$ cat config.mk
export PLATFORM = sky130hd
export DESIGN_NAME = target_follow_pid_mode_controller
export DESIGN_NICKNAME = d
export VERILOG_FILES = /design/src/sv/tfpid_pkg.sv /design/src/sv/target_follow_pid_mode_controller.sv /design/src/sv/tfpid_div.sv
export SDC_FILE = /design/constraint.sdc
export NUM_CORES = 2
export LEC_CHECK = 0
export CAP_MARGIN = 20
export CORE_MARGIN = 3
export CORE_UTILIZATION = 40
export CTS_BUF_LIST = sky130_fd_sc_hd__clkbuf_8
export CTS_CLUSTER_DIAMETER = 40
export CTS_CLUSTER_SIZE = 20
export DETAILED_ROUTE_END_ITERATION = 6
export DONT_BUFFER_PORTS = 1
export PLACE_DENSITY = 0.6
export SETUP_SLACK_MARGIN = 0.3
export SLEW_MARGIN = 10
export SYNTH_ARGS = -nofsm -noshare
export SYNTH_HDL_FRONTEND = slang
export SYNTH_SLANG_ARGS = --single-unit
$ cat constraint.sdc
create_clock -name clk -period 38.3 [get_ports clk]
set_clock_uncertainty 0.2 [all_clocks]
set_input_delay 5.745 -clock clk [delete_from_list [all_inputs] [get_ports clk]]
set_output_delay 5.745 -clock clk [all_outputs]
set_load 0.05 [all_outputs]
$ cat src/sv/tfpid_pkg.sv
// shared types, constants and codes of the target-follow pid mode controller
package tfpid_pkg;

  // axis lanes and scan pattern
  localparam int NAX         = 3;
  localparam int AXES        = 3;
  localparam int SCAN_POINTS = 6;

  // field and datapath widths
  localparam int EW     = 24;  // input error
  localparam int XW     = 25;  // axis value with standoff
  localparam int PW     = 20;  // frame period
  localparam int GW     = 16;  // gains
  localparam int RW     = 12;  // lock radius
  localparam int CW     = 4;   // lock frames, retry limit
  localparam int VW     = 32;  // command vector
  localparam int SUM_W  = 52;  // pid sum in 1/256 units
  localparam int MA_W   = 29;  // multiplier operand a
  localparam int MB_W   = 27;  // multiplier operand b
  localparam int PR_W   = MA_W + MB_W;
  localparam int SQ_W   = 50;  // sum of squares
  localparam int DT_W   = 49;  // integer part of d term
  localparam int DVD_W  = 64;  // divider dividend
  localparam int DIV_STEPS = 4;
  localparam int DIV_CYC   = DVD_W / DIV_STEPS;
  localparam int DCNT_W    = $clog2(DIV_CYC);

  localparam logic [PW-1:0]      DIV_I        = 20'd1000000;
  localparam logic [DVD_W-1:0]   Q_LIM        = 64'h0000_0000_1000_0000;
  localparam logic [SUM_W-2:0]   D_CLAMP      = 51'h1_0000_0000_0000;
  localparam logic [XW-1:0]      RELEASE_LIFT = 25'd80;

  // configuration register indexes
  typedef enum logic [2:0] {
    CFG_GAIN_PROP,
    CFG_GAIN_INTEGRAL,
    CFG_GAIN_DERIV,
    CFG_LOCK_RADIUS,
    CFG_LOCK_FRAMES,
    CFG_RETRY_LIMIT,
    CFG_Z_STANDOFF
  } cfg_idx_t;

  typedef enum logic [2:0] {
    KIND_NONE,
    KIND_SCAN,
    KIND_FOLLOW,
    KIND_NUDGE,
    KIND_PICK
  } cmd_kind_t;

  typedef enum logic [1:0] {
    MODE_SCAN,
    MODE_FOLLOW,
    MODE_TRY
  } mode_t;

  typedef enum logic [4:0] {
    ST_IDLE,
    ST_SQ_X,
    ST_SQ_Y,
    ST_SQ_Z,
    ST_SQ_R,
    ST_LOCK,
    ST_P_MUL,
    ST_P_ACC,
    ST_GIP,
    ST_I_LO,
    ST_I_HI,
    ST_I_DSTART,
    ST_I_DWAIT,
    ST_D_MUL,
    ST_D_DSTART,
    ST_D_DWAIT,
    ST_Q_MUL,
    ST_R_MUL,
    ST_R_DSTART,
    ST_R_DWAIT,
    ST_AX_END,
    ST_OUT
  } state_t;

  typedef struct packed {
    logic                 in_view;
    logic signed [EW-1:0] err_x;
    logic signed [EW-1:0] err_y;
    logic signed [EW-1:0] err_z;
    logic [PW-1:0]        frame_period;
    logic                 arm_idle;
    logic                 grab_mode;
  } in_item_t;

  typedef struct packed {
    cmd_kind_t            cmd_kind;
    logic signed [VW-1:0] vec_x;
    logic signed [VW-1:0] vec_y;
    logic signed [VW-1:0] vec_z;
    logic [2:0]           waypoint;
    logic                 move_done;
  } out_item_t;

  typedef struct packed {
    logic             start;
    logic [DVD_W-1:0] dividend;
    logic [PW-1:0]    divisor;
  } div_req_t;

  typedef struct packed {
    logic             done;
    logic [DVD_W-1:0] quot;
    logic [PW-1:0]    rem;
  } div_rsp_t;

endpackage

$ cat src/sv/target_follow_pid_mode_controller.sv
// top level: scan / follow / try-follow mode machine with a sequenced three-axis pid
// scan, nudge and idle items go straight from the accept to ST_OUT to be registered
// follow items: lock test, pid steps of each axis, then the result is registered
// pick/release ends at the lock test; per axis up to three divider passes dominate
// one item at a time: in_stall is high from accept until the result is registered
// synchronous active-low reset: mode scan, counters and pid history zero, gains at defaults
module target_follow_pid_mode_controller #(
  parameter int AXES        = tfpid_pkg::AXES,
  parameter int SCAN_POINTS = tfpid_pkg::SCAN_POINTS
) (
  input  logic                 clk,
  input  logic                 rst_n,
  input  logic                 in_valid,
  output logic                 in_stall,
  input  tfpid_pkg::in_item_t  in_item,
  output logic                 out_valid,
  input  logic                 out_stall,
  output tfpid_pkg::out_item_t out_item,
  input  logic                 cfg_valid,
  output logic                 cfg_ready,
  input  logic [2:0]           cfg_index,
  input  logic [15:0]          cfg_data
);
  import tfpid_pkg::*;

  // configuration
  logic [GW-1:0] gain_prop_r, gain_integral_r, gain_deriv_r, z_standoff_r;
  logic [RW-1:0] lock_radius_r;
  logic [CW-1:0] lock_frames_r, retry_limit_r;

  // control
  state_t     state_r, state_nxt;
  mode_t      mode_r, mode_nxt;
  logic [3:0] lock_cnt_r, lock_cnt_nxt;
  logic [4:0] retry_r, retry_nxt;
  logic [2:0] scan_idx_r, scan_idx_nxt;
  logic       from_follow_r, from_follow_nxt;
  logic [1:0] ax_r, ax_nxt;
  logic       out_valid_r, out_valid_nxt;

  // pid history lanes
  logic signed [XW-1:0] hx1_r [NAX];
  logic signed [XW-1:0] hx1_nxt [NAX];
  logic signed [XW-1:0] hx2_r [NAX];
  logic signed [XW-1:0] hx2_nxt [NAX];
  logic signed [VW-1:0] hy_r [NAX];
  logic signed [VW-1:0] hy_nxt [NAX];

  // datapath
  logic signed [EW-1:0]  ex_r, ex_nxt, ey_r, ey_nxt, ez_r, ez_nxt;
  logic signed [XW-1:0]  v_r [NAX];
  logic signed [XW-1:0]  v_nxt [NAX];
  logic [PW-1:0]         per_r, per_nxt;
  logic                  grab_r, grab_nxt;
  logic [PR_W-1:0]       prod_r, prod_nxt;
  logic [MA_W-1:0]       mul_a;
  logic [MB_W-1:0]       mul_b;
  logic [SQ_W-1:0]       acc_r, acc_nxt;
  logic [17:0]           gip_hi_r, gip_hi_nxt;
  logic [DVD_W-1:0]      num_r, num_nxt;
  logic signed [SUM_W-1:0] sum_r, sum_nxt;
  logic [MA_W-1:0]       q_r, q_nxt;
  logic [PW-1:0]         r_r, r_nxt;
  logic [DT_W-1:0]       dt_r, dt_nxt;
  cmd_kind_t             res_kind_r, res_kind_nxt;
  logic signed [VW-1:0]  res_vec_r [NAX];
  logic signed [VW-1:0]  res_vec_nxt [NAX];
  logic [2:0]            res_wp_r, res_wp_nxt;
  logic                  res_done_r, res_done_nxt;
  out_item_t             out_item_r, out_item_nxt;

  // divider link
  div_req_t div_req;
  div_rsp_t div_rsp;

  // current axis operands
  logic signed [XW-1:0]  x_c, x1_c, x2_c;
  logic signed [VW-1:0]  y1_c;
  logic signed [XW:0]    d1_c;
  logic signed [XW+1:0]  d2_c;
  logic [XW-1:0]         x_mag;
  logic [XW:0]           d1_mag;
  logic [XW+1:0]         d2_mag;
  logic [XW-1:0]         vx_mag, vy_mag, vz_mag;

  function automatic logic signed [SUM_W-1:0] sadd(
    input logic signed [SUM_W-1:0] s,
    input logic [SUM_W-2:0]        m,
    input logic                    neg
  );
    logic signed [SUM_W-1:0] e;
    e = $signed({1'b0, m});
    return neg ? s - e : s + e;
  endfunction

  function automatic logic [XW-1:0] mag25(input logic signed [XW-1:0] v);
    return v[XW-1] ? XW'(~v + 1'b1) : XW'(v);
  endfunction

  tfpid_div u_div (
    .clk   (clk),
    .rst_n (rst_n),
    .req   (div_req),
    .rsp   (div_rsp)
  );

  assign x_c    = v_r[ax_r];
  assign x1_c   = hx1_r[ax_r];
  assign x2_c   = hx2_r[ax_r];
  assign y1_c   = hy_r[ax_r];
  assign d1_c   = {x_c[XW-1], x_c} - {x1_c[XW-1], x1_c};
  assign d2_c   = {{2{x_c[XW-1]}}, x_c} - {x1_c[XW-1], x1_c, 1'b0}
                  + {{2{x2_c[XW-1]}}, x2_c};
  assign x_mag  = mag25(x_c);
  assign d1_mag = d1_c[XW] ? (XW+1)'(~d1_c + 1'b1) : (XW+1)'(d1_c);
  assign d2_mag = d2_c[XW+1] ? (XW+2)'(~d2_c + 1'b1) : (XW+2)'(d2_c);
  assign vx_mag = mag25(v_r[0]);
  assign vy_mag = mag25(v_r[1]);
  assign vz_mag = mag25(v_r[2]);

  // shared multiplier operands
  always_comb begin
    mul_a = '0;
    mul_b = '0;
    case (state_r)
      ST_SQ_X: begin
        mul_a = MA_W'(vx_mag);
        mul_b = MB_W'(vx_mag);
      end
      ST_SQ_Y: begin
        mul_a = MA_W'(vy_mag);
        mul_b = MB_W'(vy_mag);
      end
      ST_SQ_Z: begin
        mul_a = MA_W'(vz_mag);
        mul_b = MB_W'(vz_mag);
      end
      ST_SQ_R: begin
        mul_a = MA_W'(lock_radius_r);
        mul_b = MB_W'(lock_radius_r);
      end
      ST_P_MUL: begin
        mul_a = MA_W'(d1_mag);
        mul_b = MB_W'(gain_prop_r);
      end
      ST_P_ACC: begin
        mul_a = MA_W'(per_r);
        mul_b = MB_W'(gain_integral_r);
      end
      ST_GIP: begin
        mul_a = MA_W'(x_mag);
        mul_b = MB_W'(prod_r[17:0]);
      end
      ST_I_LO: begin
        mul_a = MA_W'(x_mag);
        mul_b = MB_W'(gip_hi_r);
      end
      ST_D_MUL: begin
        mul_a = MA_W'(d2_mag);
        mul_b = MB_W'(gain_deriv_r);
      end
      ST_Q_MUL: begin
        mul_a = q_r;
        mul_b = MB_W'(DIV_I);
      end
      ST_R_MUL: begin
        mul_a = MA_W'(r_r);
        mul_b = MB_W'(DIV_I);
      end
      default: begin
        mul_a = '0;
        mul_b = '0;
      end
    endcase
  end

  assign prod_nxt = PR_W'(mul_a) * PR_W'(mul_b);

  // divider requests
  always_comb begin
    div_req.start    = 1'b0;
    div_req.dividend = DVD_W'(prod_r);
    div_req.divisor  = per_r;
    case (state_r)
      ST_I_DSTART: begin
        div_req.start    = 1'b1;
        div_req.dividend = num_r;
        div_req.divisor  = DIV_I;
      end
      ST_D_DSTART, ST_R_DSTART: begin
        div_req.start = 1'b1;
      end
      default: begin
        div_req.start = 1'b0;
      end
    endcase
  end

  // sequencer: mode machine, lock test and pid steps
  always_comb begin
    logic [3:0]              need;
    logic [3:0]              lc_inc;
    logic                    in_lock;
    logic signed [SUM_W-1:0] rnd;
    logic signed [SUM_W-9:0] sh;
    logic signed [VW-1:0]    y;
    logic signed [XW-1:0]    ez_l;
    state_nxt       = state_r;
    mode_nxt        = mode_r;
    lock_cnt_nxt    = lock_cnt_r;
    retry_nxt       = retry_r;
    scan_idx_nxt    = scan_idx_r;
    from_follow_nxt = from_follow_r;
    ax_nxt          = ax_r;
    out_valid_nxt   = out_valid_r;
    hx1_nxt         = hx1_r;
    hx2_nxt         = hx2_r;
    hy_nxt          = hy_r;
    ex_nxt          = ex_r;
    ey_nxt          = ey_r;
    ez_nxt          = ez_r;
    v_nxt           = v_r;
    per_nxt         = per_r;
    grab_nxt        = grab_r;
    acc_nxt         = acc_r;
    gip_hi_nxt      = gip_hi_r;
    num_nxt         = num_r;
    sum_nxt         = sum_r;
    q_nxt           = q_r;
    r_nxt           = r_r;
    dt_nxt          = dt_r;
    res_kind_nxt    = res_kind_r;
    res_vec_nxt     = res_vec_r;
    res_wp_nxt      = res_wp_r;
    res_done_nxt    = res_done_r;
    out_item_nxt    = out_item_r;
    need    = (lock_frames_r == '0) ? 4'd1 : lock_frames_r;
    lc_inc  = (lock_cnt_r == 4'd15) ? 4'd15 : lock_cnt_r + 4'd1;
    in_lock = acc_r < SQ_W'(prod_r[2*RW-1:0]);
    rnd     = sum_r + SUM_W'(128);
    sh      = rnd[SUM_W-1:8];
    if ((&sh[SUM_W-9:VW-1]) || !(|sh[SUM_W-9:VW-1])) begin
      y = sh[VW-1:0];
    end else begin
      y = sh[SUM_W-9] ? {1'b1, {(VW-1){1'b0}}} : {1'b0, {(VW-1){1'b1}}};
    end
    ez_l = {ez_r[EW-1], ez_r} + (grab_r ? '0 : RELEASE_LIFT);

    // output register drains independently
    if (out_valid_r && !out_stall) begin
      out_valid_nxt = 1'b0;
    end

    case (state_r)
      ST_IDLE: begin
        if (in_valid) begin
          ex_nxt   = in_item.err_x;
          ey_nxt   = in_item.err_y;
          ez_nxt   = in_item.err_z;
          v_nxt[0] = {in_item.err_x[EW-1], in_item.err_x};
          v_nxt[1] = {in_item.err_y[EW-1], in_item.err_y};
          v_nxt[2] = {in_item.err_z[EW-1], in_item.err_z}
                     + {{(XW-GW){1'b0}}, z_standoff_r};
          per_nxt  = (in_item.frame_period == '0) ? PW'(1) : in_item.frame_period;
          grab_nxt = in_item.grab_mode;
          res_kind_nxt = KIND_NONE;
          for (int i = 0; i < NAX; i++) begin
            res_vec_nxt[i] = '0;
          end
          res_wp_nxt      = '0;
          res_done_nxt    = 1'b0;
          from_follow_nxt = 1'b0;
          state_nxt       = ST_OUT;
          case (mode_r)
            MODE_FOLLOW: begin
              if (!in_item.in_view) begin
                mode_nxt       = MODE_TRY;
                res_kind_nxt   = KIND_NUDGE;
                res_vec_nxt[0] = {{(VW-XW+1){hx1_r[0][XW-1]}}, hx1_r[0][XW-1:1]};
                res_vec_nxt[1] = (AXES > 1)
                                 ? {{(VW-XW+1){hx1_r[1][XW-1]}}, hx1_r[1][XW-1:1]} : '0;
                retry_nxt      = (retry_r == 5'd31) ? 5'd31 : retry_r + 5'd1;
              end else begin
                from_follow_nxt = 1'b1;
                state_nxt       = ST_SQ_X;
              end
            end
            MODE_TRY: begin
              if (in_item.in_view) begin
                mode_nxt  = MODE_FOLLOW;
                retry_nxt = '0;
                state_nxt = ST_SQ_X;
              end else if (retry_r > {1'b0, retry_limit_r}) begin
                mode_nxt  = MODE_SCAN;
                retry_nxt = '0;
                if (in_item.arm_idle) begin
                  res_kind_nxt = KIND_SCAN;
                  res_wp_nxt   = scan_idx_r;
                  scan_idx_nxt = (scan_idx_r == 3'(SCAN_POINTS - 1)) ? '0
                                 : scan_idx_r + 3'd1;
                end
              end else begin
                res_kind_nxt   = KIND_NUDGE;
                res_vec_nxt[0] = {{(VW-XW+1){hx1_r[0][XW-1]}}, hx1_r[0][XW-1:1]};
                res_vec_nxt[1] = (AXES > 1)
                                 ? {{(VW-XW+1){hx1_r[1][XW-1]}}, hx1_r[1][XW-1:1]} : '0;
                retry_nxt      = (retry_r == 5'd31) ? 5'd31 : retry_r + 5'd1;
              end
            end
            default: begin
              if (in_item.in_view) begin
                mode_nxt     = MODE_FOLLOW;
                scan_idx_nxt = '0;
                state_nxt    = ST_SQ_X;
              end else begin
                mode_nxt = MODE_SCAN;
                if (in_item.arm_idle) begin
                  res_kind_nxt = KIND_SCAN;
                  res_wp_nxt   = scan_idx_r;
                  scan_idx_nxt = (scan_idx_r == 3'(SCAN_POINTS - 1)) ? '0
                                 : scan_idx_r + 3'd1;
                end
              end
            end
          endcase
        end
      end
      // squared distance against squared radius
      ST_SQ_X: state_nxt = ST_SQ_Y;
      ST_SQ_Y: begin
        acc_nxt   = prod_r[SQ_W-1:0];
        state_nxt = ST_SQ_Z;
      end
      ST_SQ_Z: begin
        acc_nxt   = acc_r + prod_r[SQ_W-1:0];
        state_nxt = ST_SQ_R;
      end
      ST_SQ_R: begin
        acc_nxt   = acc_r + prod_r[SQ_W-1:0];
        state_nxt = ST_LOCK;
      end
      ST_LOCK: begin
        if (in_lock && (lc_inc >= need)) begin
          lock_cnt_nxt   = '0;
          res_kind_nxt   = KIND_PICK;
          res_vec_nxt[0] = {{(VW-EW){ex_r[EW-1]}}, ex_r};
          res_vec_nxt[1] = {{(VW-EW){ey_r[EW-1]}}, ey_r};
          res_vec_nxt[2] = {{(VW-XW){ez_l[XW-1]}}, ez_l};
          if (from_follow_r) begin
            res_done_nxt = 1'b1;
            mode_nxt     = MODE_SCAN;
            for (int i = 0; i < NAX; i++) begin
              hx1_nxt[i] = '0;
              hx2_nxt[i] = '0;
              hy_nxt[i]  = '0;
            end
          end
          state_nxt = ST_OUT;
        end else begin
          lock_cnt_nxt = in_lock ? lc_inc : 4'd0;
          res_kind_nxt = KIND_FOLLOW;
          ax_nxt       = '0;
          state_nxt    = ST_P_MUL;
        end
      end
      // proportional term and previous output
      ST_P_MUL: state_nxt = ST_P_ACC;
      ST_P_ACC: begin
        sum_nxt   = sadd({{(SUM_W-VW-8){y1_c[VW-1]}}, y1_c, 8'd0},
                         prod_r[SUM_W-2:0], d1_c[XW]);
        state_nxt = ST_GIP;
      end
      // integral term: gain * period * x / 1e6
      ST_GIP: begin
        gip_hi_nxt = prod_r[35:18];
        state_nxt  = ST_I_LO;
      end
      ST_I_LO: begin
        num_nxt   = DVD_W'(prod_r);
        state_nxt = ST_I_HI;
      end
      ST_I_HI: begin
        num_nxt   = num_r + (DVD_W'(prod_r) << 18);
        state_nxt = ST_I_DSTART;
      end
      ST_I_DSTART: state_nxt = ST_I_DWAIT;
      ST_I_DWAIT: begin
        if (div_rsp.done) begin
          sum_nxt   = sadd(sum_r, div_rsp.quot[SUM_W-2:0], x_c[XW-1]);
          state_nxt = ST_D_MUL;
        end
      end
      // derivative term: gain * second difference * 1e6 / period
      ST_D_MUL:    state_nxt = ST_D_DSTART;
      ST_D_DSTART: state_nxt = ST_D_DWAIT;
      ST_D_DWAIT: begin
        if (div_rsp.done) begin
          if (div_rsp.quot > Q_LIM) begin
            sum_nxt   = sadd(sum_r, D_CLAMP, d2_c[XW+1]);
            state_nxt = ST_AX_END;
          end else begin
            q_nxt     = div_rsp.quot[MA_W-1:0];
            r_nxt     = div_rsp.rem;
            state_nxt = ST_Q_MUL;
          end
        end
      end
      ST_Q_MUL: state_nxt = ST_R_MUL;
      ST_R_MUL: begin
        dt_nxt    = prod_r[DT_W-1:0];
        state_nxt = ST_R_DSTART;
      end
      ST_R_DSTART: state_nxt = ST_R_DWAIT;
      ST_R_DWAIT: begin
        if (div_rsp.done) begin
          sum_nxt   = sadd(sum_r, (SUM_W-1)'(dt_r) + (SUM_W-1)'(div_rsp.quot[PW-1:0]),
                           d2_c[XW+1]);
          state_nxt = ST_AX_END;
        end
      end
      // round, saturate and shift the axis history
      ST_AX_END: begin
        res_vec_nxt[ax_r] = y;
        hy_nxt[ax_r]      = y;
        hx2_nxt[ax_r]     = x1_c;
        hx1_nxt[ax_r]     = x_c;
        if (ax_r == 2'(AXES - 1)) begin
          state_nxt = ST_OUT;
        end else begin
          ax_nxt    = ax_r + 2'd1;
          state_nxt = ST_P_MUL;
        end
      end
      // hand the result to the output register
      ST_OUT: begin
        if (!out_valid_r || !out_stall) begin
          out_item_nxt.cmd_kind  = res_kind_r;
          out_item_nxt.vec_x     = res_vec_r[0];
          out_item_nxt.vec_y     = res_vec_r[1];
          out_item_nxt.vec_z     = res_vec_r[2];
          out_item_nxt.waypoint  = res_wp_r;
          out_item_nxt.move_done = res_done_r;
          out_valid_nxt          = 1'b1;
          state_nxt              = ST_IDLE;
        end
      end
      default: state_nxt = ST_IDLE;
    endcase
  end

  // control state, history and configuration
  always_ff @(posedge clk) begin
    if (!rst_n) begin
      state_r         <= ST_IDLE;
      mode_r          <= MODE_SCAN;
      lock_cnt_r      <= '0;
      retry_r         <= '0;
      scan_idx_r      <= '0;
      from_follow_r   <= 1'b0;
      ax_r            <= '0;
      out_valid_r     <= 1'b0;
      gain_prop_r     <= 16'd51;
      gain_integral_r <= 16'd26;
      gain_deriv_r    <= 16'd0;
      lock_radius_r   <= 12'd48;
      lock_frames_r   <= 4'd5;
      retry_limit_r   <= 4'd5;
      z_standoff_r    <= 16'd1920;
      for (int i = 0; i < NAX; i++) begin
        hx1_r[i] <= '0;
        hx2_r[i] <= '0;
        hy_r[i]  <= '0;
      end
    end else begin
      state_r       <= state_nxt;
      mode_r        <= mode_nxt;
      lock_cnt_r    <= lock_cnt_nxt;
      retry_r       <= retry_nxt;
      scan_idx_r    <= scan_idx_nxt;
      from_follow_r <= from_follow_nxt;
      ax_r          <= ax_nxt;
      out_valid_r   <= out_valid_nxt;
      hx1_r         <= hx1_nxt;
      hx2_r         <= hx2_nxt;
      hy_r          <= hy_nxt;
      if (cfg_valid) begin
        case (cfg_index)
          CFG_GAIN_PROP:     gain_prop_r     <= cfg_data;
          CFG_GAIN_INTEGRAL: gain_integral_r <= cfg_data;
          CFG_GAIN_DERIV:    gain_deriv_r    <= cfg_data;
          CFG_LOCK_RADIUS:   lock_radius_r   <= cfg_data[RW-1:0];
          CFG_LOCK_FRAMES:   lock_frames_r   <= cfg_data[CW-1:0];
          CFG_RETRY_LIMIT:   retry_limit_r   <= cfg_data[CW-1:0];
          CFG_Z_STANDOFF:    z_standoff_r    <= cfg_data;
          default: begin
          end
        endcase
      end
    end
  end

  // datapath registers
  always_ff @(posedge clk) begin
    ex_r       <= ex_nxt;
    ey_r       <= ey_nxt;
    ez_r       <= ez_nxt;
    v_r        <= v_nxt;
    per_r      <= per_nxt;
    grab_r     <= grab_nxt;
    prod_r     <= prod_nxt;
    acc_r      <= acc_nxt;
    gip_hi_r   <= gip_hi_nxt;
    num_r      <= num_nxt;
    sum_r      <= sum_nxt;
    q_r        <= q_nxt;
    r_r        <= r_nxt;
    dt_r       <= dt_nxt;
    res_kind_r <= res_kind_nxt;
    res_vec_r  <= res_vec_nxt;
    res_wp_r   <= res_wp_nxt;
    res_done_r <= res_done_nxt;
    out_item_r <= out_item_nxt;
  end

  assign in_stall  = (state_r != ST_IDLE);
  assign out_valid = out_valid_r;
  assign out_item  = out_item_r;
  assign cfg_ready = 1'b1;

`ifndef SYNTHESIS
  a_div_no_early_done: assert property (@(posedge clk) disable iff (!rst_n)
    div_req.start |=> !div_rsp.done)
    else $error("divider finished one cycle after start");

  a_done_only_on_pick: assert property (@(posedge clk) disable iff (!rst_n)
    (out_valid_r && out_item_r.move_done) |-> (out_item_r.cmd_kind == KIND_PICK))
    else $error("move_done on an item that is not a pick");

  a_scan_idx_range: assert property (@(posedge clk) disable iff (!rst_n)
    scan_idx_r <= 3'(SCAN_POINTS - 1))
    else $error("scan index beyond the waypoint list");

  a_idle_vec_zero: assert property (@(posedge clk) disable iff (!rst_n)
    (out_valid_r && (out_item_r.cmd_kind == KIND_NONE || out_item_r.cmd_kind == KIND_SCAN))
    |-> (out_item_r.vec_x == '0 && out_item_r.vec_y == '0 && out_item_r.vec_z == '0))
    else $error("nonzero vector on an idle or scan item");

  a_wait_states_need_div: assert property (@(posedge clk) disable iff (!rst_n)
    ($past(state_r) == ST_I_DSTART) |-> (state_r == ST_I_DWAIT))
    else $error("integral divide not awaited");
`endif

endmodule

$ cat src/sv/tfpid_div.sv
// shared unsigned divider, four restoring steps per cycle
module tfpid_div (
  input  logic                clk,
  input  logic                rst_n,
  input  tfpid_pkg::div_req_t req,
  output tfpid_pkg::div_rsp_t rsp
);
  import tfpid_pkg::*;

  logic              busy_r, busy_nxt;
  logic              done_r, done_nxt;
  logic [DCNT_W-1:0] cnt_r, cnt_nxt;
  logic [DVD_W-1:0]  quo_r, quo_nxt;
  logic [PW-1:0]     rem_r, rem_nxt;
  logic [PW-1:0]     dvs_r, dvs_nxt;

  // one cycle of the shift-subtract iteration
  always_comb begin
    logic [PW:0]      t;
    logic [PW-1:0]    r;
    logic [DVD_W-1:0] q;
    busy_nxt = busy_r;
    done_nxt = 1'b0;
    cnt_nxt  = cnt_r;
    quo_nxt  = quo_r;
    rem_nxt  = rem_r;
    dvs_nxt  = dvs_r;
    r = rem_r;
    q = quo_r;
    t = '0;
    for (int k = 0; k < DIV_STEPS; k++) begin
      t = {r, q[DVD_W-1]};
      q = {q[DVD_W-2:0], 1'b0};
      if (t >= {1'b0, dvs_r}) begin
        t = t - {1'b0, dvs_r};
        q[0] = 1'b1;
      end
      r = t[PW-1:0];
    end
    if (req.start) begin
      busy_nxt = 1'b1;
      cnt_nxt  = '0;
      quo_nxt  = req.dividend;
      rem_nxt  = '0;
      dvs_nxt  = req.divisor;
    end else if (busy_r) begin
      quo_nxt = q;
      rem_nxt = r;
      cnt_nxt = cnt_r + 1'b1;
      if (cnt_r == DCNT_W'(DIV_CYC - 1)) begin
        busy_nxt = 1'b0;
        done_nxt = 1'b1;
      end
    end
  end

  // control state
  always_ff @(posedge clk) begin
    if (!rst_n) begin
      busy_r <= 1'b0;
      done_r <= 1'b0;
      cnt_r  <= '0;
    end else begin
      busy_r <= busy_nxt;
      done_r <= done_nxt;
      cnt_r  <= cnt_nxt;
    end
  end

  // operands and partial results
  always_ff @(posedge clk) begin
    quo_r <= quo_nxt;
    rem_r <= rem_nxt;
    dvs_r <= dvs_nxt;
  end

  assign rsp.done = done_r;
  assign rsp.quot = quo_r;
  assign rsp.rem  = rem_r;

endmodule

---- Word level (Yosys, flattened, before mapping) ----
Cells that the tools add are included.
operators by class
  $add $sub $neg .......................... 32
  order comparisons ....................... 10
  reductions and logical operators ........ 49
  muxes and demuxes ....................... 132
  $mul .................................... 1
  eq/ne operators ......................... 49
  bitwise gates (word level) .............. 11
operators by type and width
  operator                 number
  $mux W52                 8
  $mux W96                 4
  $mux W64                 5
  $pmux W75 S2             2
  $pmux W29 S10            1
  $pmux W96 S3             1
  $mux W25                 11
  $pmux W64 S2             2
  $pmux W25 S10            1
  $pmux W52 S4             1
  $bwmux W96               2
  $pmux W96 S2             1
  $mux W32                 5
  $bmux W25 S2             3
  $bwmux W75               2
  $mux W75                 2
  $pmux W5 S22             1
  $add A25 B1 Y25 const B  4
  $not A25 Y25             4
  $pmux W50 S2             1
  $ge A21 B20 Y1           4
  $mux W84                 1
  $mux W20                 4
  $sub A20 B20 Y20         4
  84 further kinds         210
word-level totals
  output and inout port bits .............. 106
  bits in registers ....................... 1,173
  word-level logic and storage cells ...... 342

---- Depth between registers and ports, before layout ----
  depth in word-level cells ............... 11
  mapped depth ............................ 56
  depth with buffers taken out ............ 50

---- Cells and area by module ----
From an unflattened synthesis, not the netlist that was laid out.
second synthesis, totals
  cells, all modules ...................... 10,962
  area, all modules ....................... 98,215.4 um^2
by module, submodules not included
  module                             cells each  instances  area an instance (um^2)  sequential area each (um^2)
  target_follow_pid_mode_controller  10,030      1          89,079.2                 26,385.3
  tfpid_div                          932         1          9,136.3                  3,042.9

---- Worst setup path before layout ----
OpenSTA, ideal clock, no wires.
  kind .................................... register -> register
  start ................................... reg ax_r[1]
  end ..................................... reg prod_r[44]
  clock period less this slack ............ 12,893 ps
  required time ........................... 37,980 ps
  cell stages (with the launch flop) ...... 51
  data arrival time ....................... 12,574 ps
  setup slack ............................. 25,407 ps
  cells stage by stage .................... dfxtp_1 > clkbuf_1 > clkbuf_1 > clkbuf_1 > clkbuf_1 > clkbuf_1 > clkbuf_1 > clkbuf_1 > a31oi_1 > fa_1 > inv_1 > ha_1 > a21oi_1 > nor3b_1 > o21ai_1 > a41oi_1 > o21ai_1 > xnor2_1 > [15 not listed] > fa_1 > inv_1 > fa_1 > inv_1 > ha_1 > a21o_1 > a21o_1 > a21oi_1 > o21ai_0 > a221oi_1 > o31ai_1 > a31oi_1 > o21ai_0 > a21oi_1 > a21oi_1 > and2_1 > o21a_1 > o31a_1
between the ends
  cells in the longest elaborated chain, start to end .. 11
  elaborated cells on any way between the ends .. 24
  classes of those cells .................. add/sub: 6; mul: 1; mux: 13; bitwise: 4
RTL lines
  item                                              RTL line                                                                                                                      text
  start: declaration                                target_follow_pid_mode_controller.sv:38                                                                                       logic [1:0] ax_r, ax_nxt;
  start signal: assignment                          target_follow_pid_mode_controller.sv:481                                                                                      ax_r <= ax_nxt;
  $not A2 Y3 (implied by the code) *                target_follow_pid_mode_controller.sv:107, target_follow_pid_mode_controller.sv:108, target_follow_pid_mode_controller.sv:109
  $bmux W25 S2, on equally long branches            target_follow_pid_mode_controller.sv:107, target_follow_pid_mode_controller.sv:108
  $mux W25, on equally long branches (2 in series)  target_follow_pid_mode_controller.sv:107, target_follow_pid_mode_controller.sv:108
  $sub A25 B26 Y27                                  target_follow_pid_mode_controller.sv:112                                                                                      assign d2_c = {{2{x_c[XW-1]}}, x_c} - {x1_c[XW-1], x1_c, 1'b0}
  $add A27 B27 Y27                                  target_follow_pid_mode_controller.sv:113                                                                                      + {{2{x2_c[XW-1]}}, x2_c};
  $not A27 Y27                                      target_follow_pid_mode_controller.sv:116                                                                                      assign d2_mag = d2_c[XW+1] ? (XW+2)'(~d2_c + 1'b1) : (XW+2)'(d2_c);
  $add A27 B1 Y27                                   target_follow_pid_mode_controller.sv:116
  $mux W27                                          target_follow_pid_mode_controller.sv:116
  $pmux W29 S10 *                                   target_follow_pid_mode_controller.sv:125                                                                                      case (state_r)
  $mul A29 B27 Y56 *                                target_follow_pid_mode_controller.sv:177                                                                                      assign prod_nxt = PR_W'(mul_a) * PR_W'(mul_b);
  net prod_nxt[44]                                  target_follow_pid_mode_controller.sv:55                                                                                       logic [PR_W-1:0] prod_r, prod_nxt;
  end signal: assignment                            target_follow_pid_mode_controller.sv:510                                                                                      prod_r <= prod_nxt;
  end: declaration                                  target_follow_pid_mode_controller.sv:55
The timed path passes the listed nets; every way through them passes the cells marked *. The select of a mux whose other input is x is not followed.
A chain may end at the register's enable or synchronous reset.

---- Worst setup path in the final report ----
  start ................................... reg ax_r[0]
  end ..................................... reg prod_r[50]
Same word-level chain as after synthesis.

==> run_results.csv <==
group,metric,value,unit
yosys,ys_top_cells_by_area,"edfxtp_1, fa_1, dfxtp_1, ha_1, inv_1",
clock_network,post_cts_resized,0,
clock_network,clk_path_buf_depth,3,
yosys,ys.flop_type,"edfxtp_1",
drt,wl_per_cell,26.6,µm
final_layout,num-fill-cells,23200,
worst_setup_path,crit_type,"reg -> reg",
yosys,synth-async-reset-ratio,0,%
hold_path,hold_path_class,"reg -> reg",
global_routing,grt_max_degree,81,
sta,timing.setup.tns,0,ns
run_status,violations,"DRC",
placed_design,dp_cells,13600,
yosys,synth.distinct_cells,103,
final_layout,drive_gt1_share,6.48,%
clock_network,cts_root_buf,"clkbuf_8",
drt,route.detailed.drc,1,
yosys,avgSynthCellArea,9.04,µm²
worst_setup_path,cp-start-kind,"register",
final_layout,syn2layout_area_growth,8.60,%
global_routing,antenna_found_initial,24,
yosys,netlist_area,0.0968,mm²
worst_setup_path,crit_path_end_kind,"register",
sta,worstMarginPinSlew,1.21,ns
worst_setup_path,cp_max_fo,48,
sta,rsz0062_at_grt,"false",
final_layout,final_common_cell,"inv_1",
sta,clock.fmax,63.9,MHz
drt,first_iter_violations,8996,
floorplan,die_h,498,µm
final_layout,nets,12100,
final_layout,multiInputGateArea,0.0616,mm²
global_routing,overflow,0,
worst_setup_path,cpMostUsedCell,"fa_1",
drt,dr.pass1.iters,7,
floorplan,start_util,40.5,%
final_layout,final_area,0.105,mm²
placed_design,post-dp-hpwl,283000,µm
drt,vias_per_cell,6.00,
drt,ant_nets,0,
sta,fin_ws,22.66,ns
worst_setup_path,critical_path_arrival,16.31,ns
global_routing,grt_pass1_wl,545000,µm
yosys,synthCells,10700,
placed_design,place_area,0.101,mm²
global_routing,grt_usage,29.1,%
clock_network,cts_buffers,175,
sta,layout_min_cycle_time,15.64,ns
sta,min_period_over_period,40.8,%
floorplan,rows,179,
final_layout,fin_cells,14000,
clock_network,postCtsSetupBuffers,0,
floorplan,ios,225,
clock_network,path_clk_slew,0.07,ns
worst_setup_path,rrSetupSlack,22.66,ns
yosys,synth_top_area_share,21.4,%
clock_network,cts_sinks,1125,
placed_design,io_buffers,0,
worst_setup_path,cp_slowest_cell,"o31ai_1",
final_layout,mostFrequentLayoutCells,"inv_1, nand2_1, nor2_1, a21oi_1, edfxtp_1",
worst_setup_path,cp.required,38.97,ns
yosys,synth_top_area_cell,"edfxtp_1",
sta,final_hold_viol_count,0,
run_status,outcome,"complete, but fails checks",
floorplan,core,0.239,mm²
placed_design,gp_congestion,0.975,
yosys,synth_edf_count,690,
clock_network,cts_htree_levels,4,
worst_setup_path,crit_family,"compound AO/OA/AOI/OAI gates",
clock_network,clkLatencyLatePin,1.00,ns
placed_design,pre_cts_slack,22.95,ns
floorplan,dieWidth,498,µm
floorplan,dieArea,0.248,mm²
sta,relSlewSlack,19.0,%
clock_network,cts_hold_buf,0,
sta,maxSlewViolCount,0,
final_layout,regArea,0.0294,mm²
drt,wl,372000,µm
yosys,ys_ff_latch,1125,
global_routing,grt_pass1_vias,80900,
worst_setup_path,crit_buf_inv,13,
yosys,seq_area_frac_synth,30.4,%
clock_network,cts_tree,"done",
sta,setup_viol,0,
worst_setup_path,slowest_delay,0.72,ns
flow_run,cap_violations,0,
yosys,yosysWarnings,0,
drt,vias,83800,
## layer usage
| layer | part of all wire, % | vias up | track usage [%] |
|---|---|---|---|
| li1 | - | 37200 | - |
| met1 | 42 | 41600 | 39.9 |
| met2 | 44 | 4326 | 45.2 |
| met3 | 9.3 | 670 | 5.15 |
| met4 | 4.7 | 6 | 12.0 |
| met5 | 0.011 | - | 0 |
## synth_stat cells, types with 62 or more instances
master	n
inv_1	1157
nand2_1	1128
nor2_1	714
a21oi_1	701
edfxtp_1	690
fa_1	657
ha_1	651
o21ai_0	536
clkbuf_1	462
dfxtp_1	435
xnor2_1	394
xor2_1	263
and2_1	208
mux2i_1	191
a21o_1	183
nand3_1	181
o22ai_1	162
a22o_1	154
nor3_1	139
a31oi_1	119
nand2b_1	103
a22oi_1	99
nor2b_1	99
o21bai_1	83
nand4_1	79
o31ai_1	76
and3_1	71
o211ai_1	65
o21a_1	62
## sequential cells by signal, indices dropped and copies added (netlist names), 49 cells and up
register and cells:
prod_r 56, acc_r 50, res_vec_r 96, hx1_r 75, u_div.quo_r 64, dt_r 49
v_r 73, out_item 103, num_r 64, sum_r 52, hy_r 96, hx2_r 75
## through the flow
| step | hold WS [ns] | utilization, % |
|---|---|---|
| after floorplan | 0.200 | - |
| after global placement | 0.238 | 42.2 |
| after detailed placement | 0.235 | 42.2 |
| after CTS | 0.258 | 43.9 |
| after global routing | 0.268 | 43.9 |
| final | 0.259 | 44.0 |
## cells by family after synthesis
family	share of synthesized area, %
other cells	0.00776
compound gates	18.4
xor+xnor	5.94
simple gates	14.5
buf+inv	6.59
flops	30.4
fa+ha+maj	22.0
mux	2.16
## final timing paths
check                                                       end  cells past startpoint                            start
worst max-delay path                         prod_r[50]$_DFF_P_                     47             ax_r[0]$_SDFFE_PN0P_
worst min register to register  gain_integral_r[5]$_SDFFE_PN0P_                      2  gain_integral_r[5]$_SDFFE_PN0P_
worst min-delay path            gain_integral_r[5]$_SDFFE_PN0P_                      2  gain_integral_r[5]$_SDFFE_PN0P_
worst max register to register               prod_r[50]$_DFF_P_                     47             ax_r[0]$_SDFFE_PN0P_
## area by class of cell
type	instances	area share, %
antenna	16	0.0381
multi-input combinational	7959	58.6
sequential	1125	28.0
inverter	1162	4.17
clock buffer	189	2.47
tap	3167	3.77
timing repair buffer	221	1.61
clock inverter	140	1.37
## worst reg2reg max path, delay by kind of cell, from the launching register on
kind / cells / cell delay [ns]
AO/OA/AOI/OAI: 15 / 4.96
buffers and inverters: 13 / 3.40
AND/OR/NAND/NOR: 6 / 0.98
XOR/XNOR: 2 / 0.33
adder cells (fa/ha/maj): 10 / 4.83
flip-flops: 1 / 0.60
multiplexers: 1 / 0.20
Power is not shown: default switching activity piles up to over one toggle a cycle in this logic, so the estimate is an artifact.
